===== src/design/ami_mul.sv =====
// Shared signed multiplier with a registered product.
// Depends on nothing but its parameter; instantiated by the top level.
module ami_mul #(
    parameter int ENTRY_WIDTH = 32
) (
    input  logic                            clk,
    input  logic signed [ENTRY_WIDTH:0]     a,
    input  logic signed [ENTRY_WIDTH:0]     b,
    output logic signed [2*ENTRY_WIDTH+1:0] p
);

    always_ff @(posedge clk)
    begin
        p <= a * b;
    end

endmodule


===== config.mk =====
export PLATFORM = sky130hd
export DESIGN_NAME = ami_mul
export DESIGN_NICKNAME = d
export VERILOG_FILES = /design/src/design/ami_mul.sv
export SDC_FILE = /design/constraint.sdc
export NUM_CORES = 2
export LEC_CHECK = 0
export BUFFER_PORTS_ARGS = -buffer_cell sky130_fd_sc_hd__buf_4
export CORE_UTILIZATION = 30
export CTS_BUF_LIST = sky130_fd_sc_hd__clkbuf_16
export DETAILED_ROUTE_END_ITERATION = 10
export PLACE_DENSITY = 0.47
export SYNTH_ARGS = -nofsm -noshare
export SYNTH_HDL_FRONTEND = slang
export SYNTH_SLANG_ARGS = --single-unit

===== constraint.sdc =====
create_clock -name clk -period 26.2 [get_ports clk]
set_input_delay 5.24 -clock clk [delete_from_list [all_inputs] [get_ports clk]]
set_output_delay 5.24 -clock clk [all_outputs]
set_load 0.1 [all_outputs]

Yosys cells after proc, flatten, opt, wreduce, memory -nomap -nowiden
Index checks and enable logic that the tools add are counted.
W data, S select, Z words.

storage, ports and cells
  output and inout port bits = 66
  input bits = 67
  flip-flop bits (word level) = 66
  logic and storage cells = 2

cells by class
  multipliers = 1

operators by type and width
  kind              count
  $mul A33 B33 Y66  1

Logic depth before layout (Yosys ltp)
  depth after elaboration = 1
  gate-level depth with buffers = 27
  mapped depth without buffers = 26

Worst setup path before layout
OpenSTA, ideal clock, no wires.

  path kind = input port to flip-flop
  start point = in a[32]
  end point = reg p[62]
  cell stages on the path = 23
  required time = 26,121 ps
  path buffers = 2
  arrival time = 12,397 ps
  slack = 13,724 ps
  library setup time = 79 ps
  cells stage by stage = clkbuf_1 > nand2_1 > inv_1 > fa_1 > fa_1 > fa_1 > fa_1 > fa_1 > fa_1 > fa_1 > inv_1 > fa_1 > inv_1 > ha_1 > clkbuf_1 > and3_1 > nand3_1 > nand2b_1 > a2111oi_4 > a211oi_4 > a21o_2 > a21o_1 > a211oi_2

on the way
  longest elaborated chain between the ends = 1

ends and longest elaborated chain
  element               RTL line  RTL
  start, declared       7         input logic signed [ENTRY_WIDTH:0] a,
  $mul A33 B33 Y66      14        p <= a * b;
  end signal, assigned  14
  end, declared         9         output logic signed [2*ENTRY_WIDTH+1:0] p

Every way passes these cells.

Worst setup path in the final report
  start point = in a[29]
  end point = reg p[58]

The elaborated chain is that of the path after synthesis.

==> summary.txt <==
Yosys
  • Area contributors post-synth: fa_1 56%, inv_1 10%, and2_1 8.6%, ha_1 6.7%, nand2_1 5.1%
  • Ys flop type: dfxtp_1
  • Post-Syn Area: 0.0407 mm²
  • Post-synth ARST share: 0%
  • YS warnings: 0
  • Area share of the largest cell type after synthesis: 56.3%
  • Gate Count Post-Synth: 4,338
  • Register bit total from synthesis: 66
  • Synthesized net count: 5,767
  • Seq/Total Area, Yosys: 3.24%
  • Post-synth EDFFs: 0
  • Largest area contributor in the netlist: fa_1
  • Post-synth cell types: 80
  • Synthesized area per cell: 9.39 µm²

Worst setup path
  • Critical-path maximum fanout: 33
  • Buf/Inv on CP: 6
  • Startpoint types: primary input
  • Crit-path max cell delay: 0.63 ns
  • Delay-heaviest family, CP: adder cells
  • Setup CP Type: in -> reg
  • WP data required: 26.51 ns
  • Crit-path cells: buf_4 -> nand2_1 -> fa_1 -> fa_1 -> inv_1 -> fa_1 -> inv_1 -> fa_1 -> inv_1 -> fa_1 -> fa_1 -> fa_1 -> inv_1 -> fa_1 -> inv_1 -> ha_1 -> a21oi_1 -> o21ai_0 -> a22oi_1 -> nor2_1 -> a211oi_4 -> a21oi_2 -> nor4b_2 -> a311oi_1
  • Worst EP arrival: 13.54 ns
  • Crit end category: flop
  • Most frequent cell on the critical path: fa_1
  • CP max-delay cell: a22oi_1

Die
  • Initial core utilization: 30.4%
  • # IOs: 133
  • Die span in x: 370 µm
  • Rows: 134
  • Die Height: 370 µm
  • Die area: 0.137 mm²
  • Core area: 0.134 mm²

STA
  • Slew HR: 14.1%
  • Slew @ Worst Pin: 1.29 ns
  • RSZ-0062 raised after global routing: false
  • Minimum clock period: 13.23 ns
  • Final hold violations: 0
  • Post-Route Setup TNS: 0 ns
  • Final worst path period share: 50.5%
  • Max Freq: 0.0756 GHz
  • Final setup vio count: 0
  • Slew Limit Fails: 0

Clocking
  • H-tree level count: 3
  • Clk root buf: clkbuf_16
  • Num CTS Buffers: 9
  • Clock sink count: 66
  • Clock buffer depth: 2
  • CTS resizes: 0
  • Clock transition at path regs: 0.08 ns
  • Setup Fix Bufs, Post-CTS: 0
  • CTS tree: yes
  • Post-CTS Hold Buffers: 0

Route
  • Starting DRT DRC Count: 1,424
  • Wire length on met3: 5.64 mm
  • Met1 wire length: 53.9 mm
  • Antenna viol nets, final: 0
  • Routed len/inst: 20.3 µm
  • Drt via density: 4.61
  • First drt pass iteration count: 5
  • Met2 Wirelength: 60.4 mm
  • Via count: 27,848
  • DR DRC count: 0
  • Routed WL: 122 mm
  • Top routing layer used: met5

Cells and area
  • NumNets Final: 5,696
  • Top Registers: p: 66 flops
  • Biggest register: p
  • Largest register FFs: 66
  • Most frequent cells in the layout: 1,145 x fa_1, 1,131 x inv_1, 562 x and2_1
  • Share of layout cells above drive strength 1: 4.49%
  • Synthesis-to-finish area growth: 6.74%
  • Leading cell type in the layout, fill and taps excluded: fa_1
  • Fill count: 14,167

Place
  • Gpl congestion: 0.975
  • DP HPWL: 98.5 mm
  • IO Port Bufs: 132

Worst hold path
  • Hold Path Class: in -> reg
  • Hold Path Sink: p[0]$_DFF_P_
  • Hold depth: 2
  • Worst Hold Launch: b[0]

Job
  • Max Cap Viol: 0

Global routing
  • Antenna violations before repair: 5
  • Congestion Overflow GR: 0
  • Maximum number of pins on one net before global-route repair: 34
  • Gr usage total: 18.9%
  • First-pass GRT wire length: 195 mm
  • Vias in the first global route: 31,284

Outcome
  • Outcome: finished, final reports clean
-- stage by stage --
| step | instance area (µm²) | hold slack [ns] | worst slack (ns) | std cells | utilization (%) |
|---|---|---|---|---|---|
| floorplan | 40700 | 5.37 | 13.72 | 4338 | - |
| CTS | 43500 | 5.31 | 13.15 | 6040 | 32.4 |
| global route | 43500 | 5.33 | 12.79 | 6041 | 32.4 |
| global placement | 43100 | 5.73 | 12.71 | 6024 | 32.2 |
| detailed placement | 43100 | 5.74 | 12.68 | 6024 | 32.2 |
| finish | 43500 | 5.34 | 12.97 | 6045 | 32.4 |
-- per-layer routing --
layer  up-vias  track usage, %
met5         -               0
met4         4            4.27
met3        96            2.84
met2       569            32.1
met1     14987            25.4
li1      12192               -
-- cell type report --
| class | count | area (µm²) | share of cell area, % |
|---|---|---|---|
| Antenna cell | 5 | 12.5 | 0.0288 |
| Clock buffer | 9 | 225 | 0.518 |
| Clock inverter | 7 | 101 | 0.233 |
| Inverter | 1131 | 4250 | 9.76 |
| Multi-Input combinational cell | 2920 | 34300 | 78.9 |
| Sequential cell | 66 | 1320 | 3.04 |
| Tap cell | 1768 | 2210 | 5.09 |
| Timing Repair Buffer | 139 | 1040 | 2.40 |
-- worst max-delay path by stage --
stage | from | end | slack [ns] | cells past startpoint
floorplan | a[32] | p[62]$_DFF_P_ | 13.72 | 23
global placement | a[32] | p[63]$_DFF_P_ | 12.71 | 22
detailed placement | a[29] | p[58]$_DFF_P_ | 12.68 | 24
CTS | a[29] | p[58]$_DFF_P_ | 13.15 | 24
global route | a[29] | p[58]$_DFF_P_ | 12.79 | 24
finish | a[29] | p[58]$_DFF_P_ | 12.97 | 24
-- synth_stat cells, drive strengths merged (5+ instances only) --
cell       n
xnor2     43
nor2b      5
a211o      6
o21ai     33
and3       6
a21oi     61
a31oi      9
a21o      38
o21a       6
and4       5
nand3     26
nand2    551
o21bai    11
a211oi    11
fa      1145
and2     563
dfxtp     66
o211ai     5
o31ai      7
buf       13
nor2      68
nand2b    12
ha       217
xor2      25
clkbuf   208
nor3       7
nand4     12
inv     1131
-- logic make-up (layout without fill, tap and decap cells) --
family	Yosys count	after routing	synth area share, %
other	0	5	0
buffers and inverters	1352	1286	12.5
AND/OR/NAND/NOR	1271	1271	15.8
flip-flops	66	66	3.24
adder cells (fa/ha/maj)	1362	1362	62.9
XOR/XNOR	68	68	1.46
AO/OA/AOI/OAI	219	219	4.07
Power is left out: the tool's default activity adds up to more than one toggle a clock period on the data nets, which glitch-free logic cannot reach.
