**src/design/ami_pkg.sv**
```systemverilog
// Shared types, defaults and the adjugate operand table for the affine inverse.
// Used by ami_div, the top level and the testbench; no dependencies.
package ami_pkg;

    localparam int ENTRY_WIDTH_DEF = 32;
    localparam int FRAC_BITS_DEF   = 16;
    localparam int FIELD_W         = 32;

    typedef struct packed {
        logic signed [FIELD_W-1:0] entry_c0;
        logic signed [FIELD_W-1:0] entry_c1;
        logic signed [FIELD_W-1:0] entry_c2;
        logic signed [FIELD_W-1:0] entry_c3;
    } src_item_t;

    typedef struct packed {
        logic [1:0]                row_index;
        logic signed [FIELD_W-1:0] inv_c0;
        logic signed [FIELD_W-1:0] inv_c1;
        logic signed [FIELD_W-1:0] inv_c2;
        logic signed [FIELD_W-1:0] inv_c3;
        logic                      status;
        logic                      saturated;
        logic                      last;
    } res_item_t;

    typedef struct packed {
        logic start;
    } div_ctl_t;

    typedef struct packed {
        logic busy;
        logic done;
    } div_sts_t;

    // Store index (row*4+col) of the operands p, q, r, s of adjugate entry k,
    // where the entry is p*q - r*s before the cofactor sign.
    function automatic logic [3:0] adj_src(input logic [3:0] k, input logic [1:0] pos);
        logic [15:0] ops;
        logic [3:0]  sel;
        case (k)
            4'd0:    ops = {4'd5, 4'd10, 4'd9, 4'd6};
            4'd1:    ops = {4'd1, 4'd10, 4'd9, 4'd2};
            4'd2:    ops = {4'd1, 4'd6,  4'd5, 4'd2};
            4'd3:    ops = {4'd4, 4'd10, 4'd8, 4'd6};
            4'd4:    ops = {4'd0, 4'd10, 4'd8, 4'd2};
            4'd5:    ops = {4'd0, 4'd6,  4'd4, 4'd2};
            4'd6:    ops = {4'd4, 4'd9,  4'd8, 4'd5};
            4'd7:    ops = {4'd0, 4'd9,  4'd8, 4'd1};
            4'd8:    ops = {4'd0, 4'd5,  4'd4, 4'd1};
            default: ops = '0;
        endcase
        case (pos)
            2'd0:    sel = ops[15:12];
            2'd1:    sel = ops[11:8];
            2'd2:    sel = ops[7:4];
            default: sel = ops[3:0];
        endcase
        return sel;
    endfunction

    // Cofactor sign: the odd positions of the 3x3 adjugate are negated.
    function automatic logic adj_flip(input logic [3:0] k);
        return k inside {4'd1, 4'd3, 4'd5, 4'd7};
    endfunction

endpackage

```
**src/design/ami_div.sv**
```systemverilog
// Bit-serial restoring divider for unsigned magnitudes, one quotient bit a cycle.
// Depends on ami_pkg for the control and status structs.
module ami_div #(
    parameter int NUM_W = 97,
    parameter int DEN_W = 98
) (
    input  logic                 clk,
    input  logic                 rst_n,
    input  ami_pkg::div_ctl_t    ctl,
    input  logic [NUM_W-1:0]     num,
    input  logic [DEN_W-1:0]     den,
    output ami_pkg::div_sts_t    sts,
    output logic [NUM_W-1:0]     quo
);
    import ami_pkg::*;

    localparam int REM_W = DEN_W + 1;
    localparam int CNT_W = $clog2(NUM_W + 1);

    logic [REM_W-1:0] rem_reg;
    logic [NUM_W-1:0] nsh_reg;
    logic [CNT_W-1:0] cnt_reg;
    logic             busy_reg;
    logic             done_reg;

    logic [REM_W-1:0] rem_sh;
    logic [REM_W:0]   diff;
    logic             ge;
    logic [REM_W-1:0] rem_next;

    // The numerator shifts out at the top while quotient bits shift in below.
    assign rem_sh   = {rem_reg[REM_W-2:0], nsh_reg[NUM_W-1]};
    assign diff     = {1'b0, rem_sh} - {2'b00, den};
    assign ge       = ~diff[REM_W];
    assign rem_next = ge ? diff[REM_W-1:0] : rem_sh;

    always_ff @(posedge clk or negedge rst_n)
    begin
        if (!rst_n)
        begin
            busy_reg <= 1'b0;
            done_reg <= 1'b0;
            cnt_reg  <= '0;
        end
        else
        begin
            done_reg <= 1'b0;
            if (ctl.start && !busy_reg)
            begin
                busy_reg <= 1'b1;
                cnt_reg  <= CNT_W'(NUM_W);
            end
            else if (busy_reg)
            begin
                cnt_reg <= cnt_reg - 1'b1;
                if (cnt_reg == CNT_W'(1))
                begin
                    busy_reg <= 1'b0;
                    done_reg <= 1'b1;
                end
            end
        end
    end

    always_ff @(posedge clk)
    begin
        if (ctl.start && !busy_reg)
        begin
            rem_reg <= '0;
            nsh_reg <= num;
        end
        else if (busy_reg)
        begin
            rem_reg <= rem_next;
            nsh_reg <= {nsh_reg[NUM_W-2:0], ge};
        end
    end

    assign sts.busy = busy_reg;
    assign sts.done = done_reg;
    assign quo      = nsh_reg;

endmodule

```
**config.mk**
```make
export PLATFORM = sky130hd
export DESIGN_NAME = ami_div
export DESIGN_NICKNAME = d
export VERILOG_FILES = /design/src/design/ami_pkg.sv /design/src/design/ami_div.sv
export SDC_FILE = /design/constraint.sdc
export NUM_CORES = 1
export LEC_CHECK = 0
export BUFFER_PORTS_ARGS = -buffer_cell sky130_fd_sc_hd__buf_2
export CAP_MARGIN = 25
export CORE_UTILIZATION = 45
export DETAILED_ROUTE_END_ITERATION = 8
export GPL_TIMING_DRIVEN = 0
export PLACE_DENSITY = 0.67
export SLEW_MARGIN = 20
export SYNTH_ARGS = -nofsm -noshare
export SYNTH_HDL_FRONTEND = slang
export SYNTH_SLANG_ARGS = --single-unit
```
**constraint.sdc**
```tcl
create_clock -name clk -period 4.2 [get_ports clk]
set_input_delay 0.21 -clock clk [delete_from_list [all_inputs] [get_ports clk]]
set_output_delay 0.21 -clock clk [all_outputs]
set_load 0.02 [all_outputs]
```
# == Yosys cells after proc, flatten, opt, wreduce, memory -nomap -nowiden ==
# Cells that the tools add are included.
# totals
ff_bits,204
in_bits,198
out_inout_bits,99
word_cells,23
# op_classes
add_sub_neg,2
eq_ne,1
n_mux,11
bitwise,1
reduce_logical,3
# ops
op,n
$mux 97,2
$sub 99x98->100,1
$mux 98,1
$mux 7,2
$eq 7x1->1 const B,1
$sub 7x1->7 const B,1
$mux 1,6
$reduce_bool 2->1,1
$logic_and 1x1->1,1
$logic_not 1->1,1
$not 1->1,1

# == Longest topological paths before layout ==
# depth
depth_word,4
mapped_depth,17
depth_no_buf,16

# == Worst setup path before layout ==
# Ideal clock, no wire load.
# synth_timing
kind,reg-to-reg
startpoint,"reg nsh_reg[96], in the netlist quo[96]"
endpoint,reg rem_reg[18]
setup_time_ps,116
arrival_ps,3566
required_ps,4084
slack_ps,518
stages_incl_launch_ff,16
path_buffers,1
synth_period_minus_slack_ps,3682
cell_sequence,edfxtp_1 -> inv_1 -> ha_1 -> nor2b_1 -> o2111ai_1 -> a31o_1 -> a2111o_1 -> a2111oi_2 -> o21ai_1 -> a21oi_1 -> a31oi_1 -> o31ai_4 -> buf_6 -> mux2i_1 -> nor2_1 -> a31o_2
# synth_between
elab_chain_cells,2
# synth_lines
item,line,source
"start, declared",ami_div.sv:21,logic [NUM_W-1:0] nsh_reg;
"start signal, assigned",ami_div.sv:70,nsh_reg <= num;
"start signal, assigned",ami_div.sv:75,"nsh_reg <= {nsh_reg[NUM_W-2:0], ge};"
$sub 99x98->100,ami_div.sv:33,"assign diff = {1'b0, rem_sh} - {2'b00, den};"
$mux 98,ami_div.sv:35,assign rem_next = ge ? diff[REM_W-1:0] : rem_sh;
"end signal, assigned",ami_div.sv:74,rem_reg <= rem_next;
"end, declared",ami_div.sv:20,logic [REM_W-1:0] rem_reg;
# Every way passes these cells.
# A chain may end at the register's enable or synchronous reset.

# == Worst setup path in the final report ==
# layout_timing
startpoint,"reg nsh_reg[96], in the netlist quo[96]"
endpoint,reg rem_reg[94]
# The elaborated chain is that of the path after synthesis.

==> results.yml <==
floorplanning:
  die_y_um: 183.5
  dieArea_sq_um: 33680
  coreArea_sq_um: 32450
  std_cell_rows: 66
  start_util_pct: 45.68
  die_w_um: 183.5
  io_pins: 297
clocking:
  cts_buffer_depth: 3
  cts_max_level: 1
  clockRootBuffer: "clkbuf_16"
  clock_sinks: 204
  cts.clk_slew.worst_paths_ns: 0.06
  cts_made_buffers: 26
  clk_latency_ns: 0.56
  tritoncts: "done"
power_and_ir_drop:
  total_leakage_power_uw: 0.008525
  peakVddDrop_uv: 598.2
  power.density_nw_per_um2: 856.4
drt:
  wl_per_cell_um: 18.54
  met2_wirelength_mm: 22.90
  top_layer: "met5"
  final_antenna_net_count: 0
  wl_mm: 48.29
  drtPass1Iterations: 5
  vias: 14484
  dr_wl_met3_mm: 3.197
  drc: 0
  routed_via_density: 5.562
  wl_met1_mm: 20.04
  drtIter0Drc: 914
worst_setup_path:
  ff2ff_setup_slack_ns: 0.15
  critical_path_class: "flop to flop"
  cp-end-kind: "flop"
  cp.arrival_ns: 4.53
  crit_fanout: 6
  startpoint_type: "flop"
  slowest_stage: "edfxtp_1"
  required_ns: 4.68
  crit_chain: "inv_1 > ha_1 > inv_1 > fa_1 > a21o_1 > a31oi_1 > o21ai_2 > o311ai_1 > and4_4 > o31a_1 > o31a_1 > o21a_2 > nand2_1 > nand2_1 > mux2_2 > o21ai_1"
  cpPeakStageDelay_ns: 0.48
sta:
  finClkSkew_ns: 0.02565
  worstMarginPinSlew_ns: 0.9701
  finalCriticalPeriod_ns: 4.050
  finalMaxSlewViolations: 0
  setup_tns_ns: 0
  rsz0062_at_grt: "yes"
  relSlewSlack_pct: 35.09
  max_freq_mhz: 246.9
  post-route-period-util_pct: 96.44
  setup_violations: 0
  hold_violations: 0
grt:
  grt_pass1_vias: 14197
  antenna_found_initial: 8
  grt_pass1_wl_mm: 75.09
  grt_remaining_overflow: 0
  grt_max_degree: 73
  grt_use_total_pct: 28.22
finish:
  largest_reg_flops: 98
  final_util_pct: 58.40
  layout_commonest_cell: "buf_2"
  syn2layout_area_growth_pct: 27.83
  finalNonFillerCells: 2604
  drive_above_1_share_pct: 23.24
  nets: 2435
  final_cell_mix: "buf_2 (299), nand2_1 (168), a21oi_1 (147)"
placed_design:
  place_congestion: 0.9731
  hpwl_mm: 35.56
  dpl.cell_count: 2443
  io_buffer_count: 296
synthesis:
  synth_seq_cells: 204
  synth_fa_ha_area_share_pct: 8.575
  yosys_warnings: 0
  yosysTopAreaCellShare_pct: 19.65
  synth_top_family_by_area: "compound AO/OA/AOI/OAI gates"
  avgSynthCellArea_sq_um: 8.700
  synth_compound_area_share_pct: 21.23
  synth_ff_type: "dfxtp_1"
  yosysTopAreaCell: "edfxtp_1"
  synthCells: 1704
  syn-num-nets: 2003
  syn-cell-area_sq_um: 14830
  synth_xor_area_share_pct: 5.553
  synth.area.top_cells: "edfxtp_1 (20%), dfxtp_1 (13%), ha_1 (8.4%)"
  synth_edf_count: 97
  yosys.area_share.simple_pct: 12.02
  synth.distinct_cells: 69
  async_flop_share_pct: 4.412
  muxShareOfSynthArea_pct: 12.00
  yosysSeqAreaShare_pct: 34.40
worst_hold_path:
  min_path_type: "input pin to async pin"
job:
  cap_violations: 0
run_status:
  status: "finished clean"
-- cell families after synthesis --
logic type	Yosys count
xor gates and xnor gates	94
adders and majority gates	101
buffers and inverters	230
and+or+nand+nor	395
AOI/OAI and AO/OA	515
DFF	204
muxes	165
-- stage by stage --
stage / setup WS [ns] / hold slack, ns / cell area [sq um] / total power [uW]
5_1_grt: -0.01490 / 0.09639 / 18940 / 17460
4_1_cts: -0.01460 / 0.07336 / 18860 / 16000
2_1_floorplan: 0.5176 / -0.08559 / 14830 / 11040
3_5_place_dp: -0.8819 / 0.07114 / 16890 / 13500
3_3_place_gp: -0.8922 / 0.07246 / 16860 / 13320
6_report: 0.1496 / 0.08178 / 18950 / 16230
-- Yosys cell counts, types with 7 or more instances --
| library cell | instances |
|---|---|
| nand2_1 | 169 |
| a21oi_1 | 150 |
| inv_1 | 134 |
| o21ai_0 | 105 |
| mux2_2 | 102 |
| ha_1 | 100 |
| dfxtp_1 | 98 |
| edfxtp_1 | 97 |
| nor2_1 | 95 |
| clkbuf_1 | 81 |
| mux2i_1 | 63 |
| o21ai_1 | 60 |
| xnor2_1 | 52 |
| a21o_1 | 50 |
| xor2_1 | 42 |
| nand4_1 | 38 |
| a22oi_1 | 22 |
| nand3_1 | 21 |
| nor3_1 | 21 |
| o21bai_1 | 21 |
| a31oi_1 | 14 |
| o211ai_1 | 11 |
| o21a_1 | 11 |
| o31ai_1 | 11 |
| dfrtp_1 | 9 |
| nand2b_1 | 8 |
| or3_1 | 8 |
| a21boi_0 | 7 |
-- worst max-delay path: cells and delay by family, from the launching register on --
family	cells	cell delay, ns
AND/OR/NAND/NOR	3	0.67
buffers and inverters	2	0.14
AO/OA/AOI/OAI	8	1.73
adder cells (fa/ha/maj)	2	0.57
multiplexers	1	0.35
flip-flops	1	0.48
-- worst paths after layout --
kind                                          start                        to  cells past startpoint
min reg2reg                rem_reg[50]$_SDFFE_PP0P_  rem_reg[50]$_SDFFE_PP0P_                      2
min in group clk                             den[0]   rem_reg[0]$_SDFFE_PP0P_                      4
max                               quo[96]$_DFFE_PP_  rem_reg[94]$_SDFFE_PP0P_                     16
max reg2reg                       quo[96]$_DFFE_PP_  rem_reg[94]$_SDFFE_PP0P_                     16
max in group asynchronous                     rst_n    cnt_reg[5]$_DFFE_PN0P_                      2
min                                           rst_n        busy_reg$_DFF_PN0_                      2
-- layer usage --
metal | up-vias | GRT usage, %
met3 | 113 | 4.913
met2 | 540 | 48.83
met4 | 6 | 10.60
met5 | - | 0
li1 | 7020 | -
met1 | 6805 | 34.90
-- what timing repair did --
item | 4_1_cts | 5_1_grt
buffers inserted | 6 | 3
hold buffers | 99 | 0
endpoints found under the setup margin | 99 | 97
resized for setup | 19 | 23
pin swaps | 4 | 3
endpoints found under the hold margin | 108 | 0
-- area by class of cell --
type                            count  area, sq um
Tap cell                          442        553.0
Buffer                             93        452.9
Clock inverter                     21        206.4
Timing Repair Buffer              405         2567
Antenna cell                        6        15.01
Clock buffer                       27        654.4
Multi-Input combinational cell   1270         8887
Fill cell                        2903        13500
Sequential cell                   204         5100
Inverter                          136        515.5
-- where the power goes --
part | total, uW | leakage [uW] | switching [uW] | internal (uW)
logic | 9840 | 0.00616 | 5740 | 4100
clock network | 2260 | 0.000408 | 982 | 1270
registers | 4140 | 0.00196 | 771 | 3370
No activity file was read; power rests on OpenSTA's default activity.
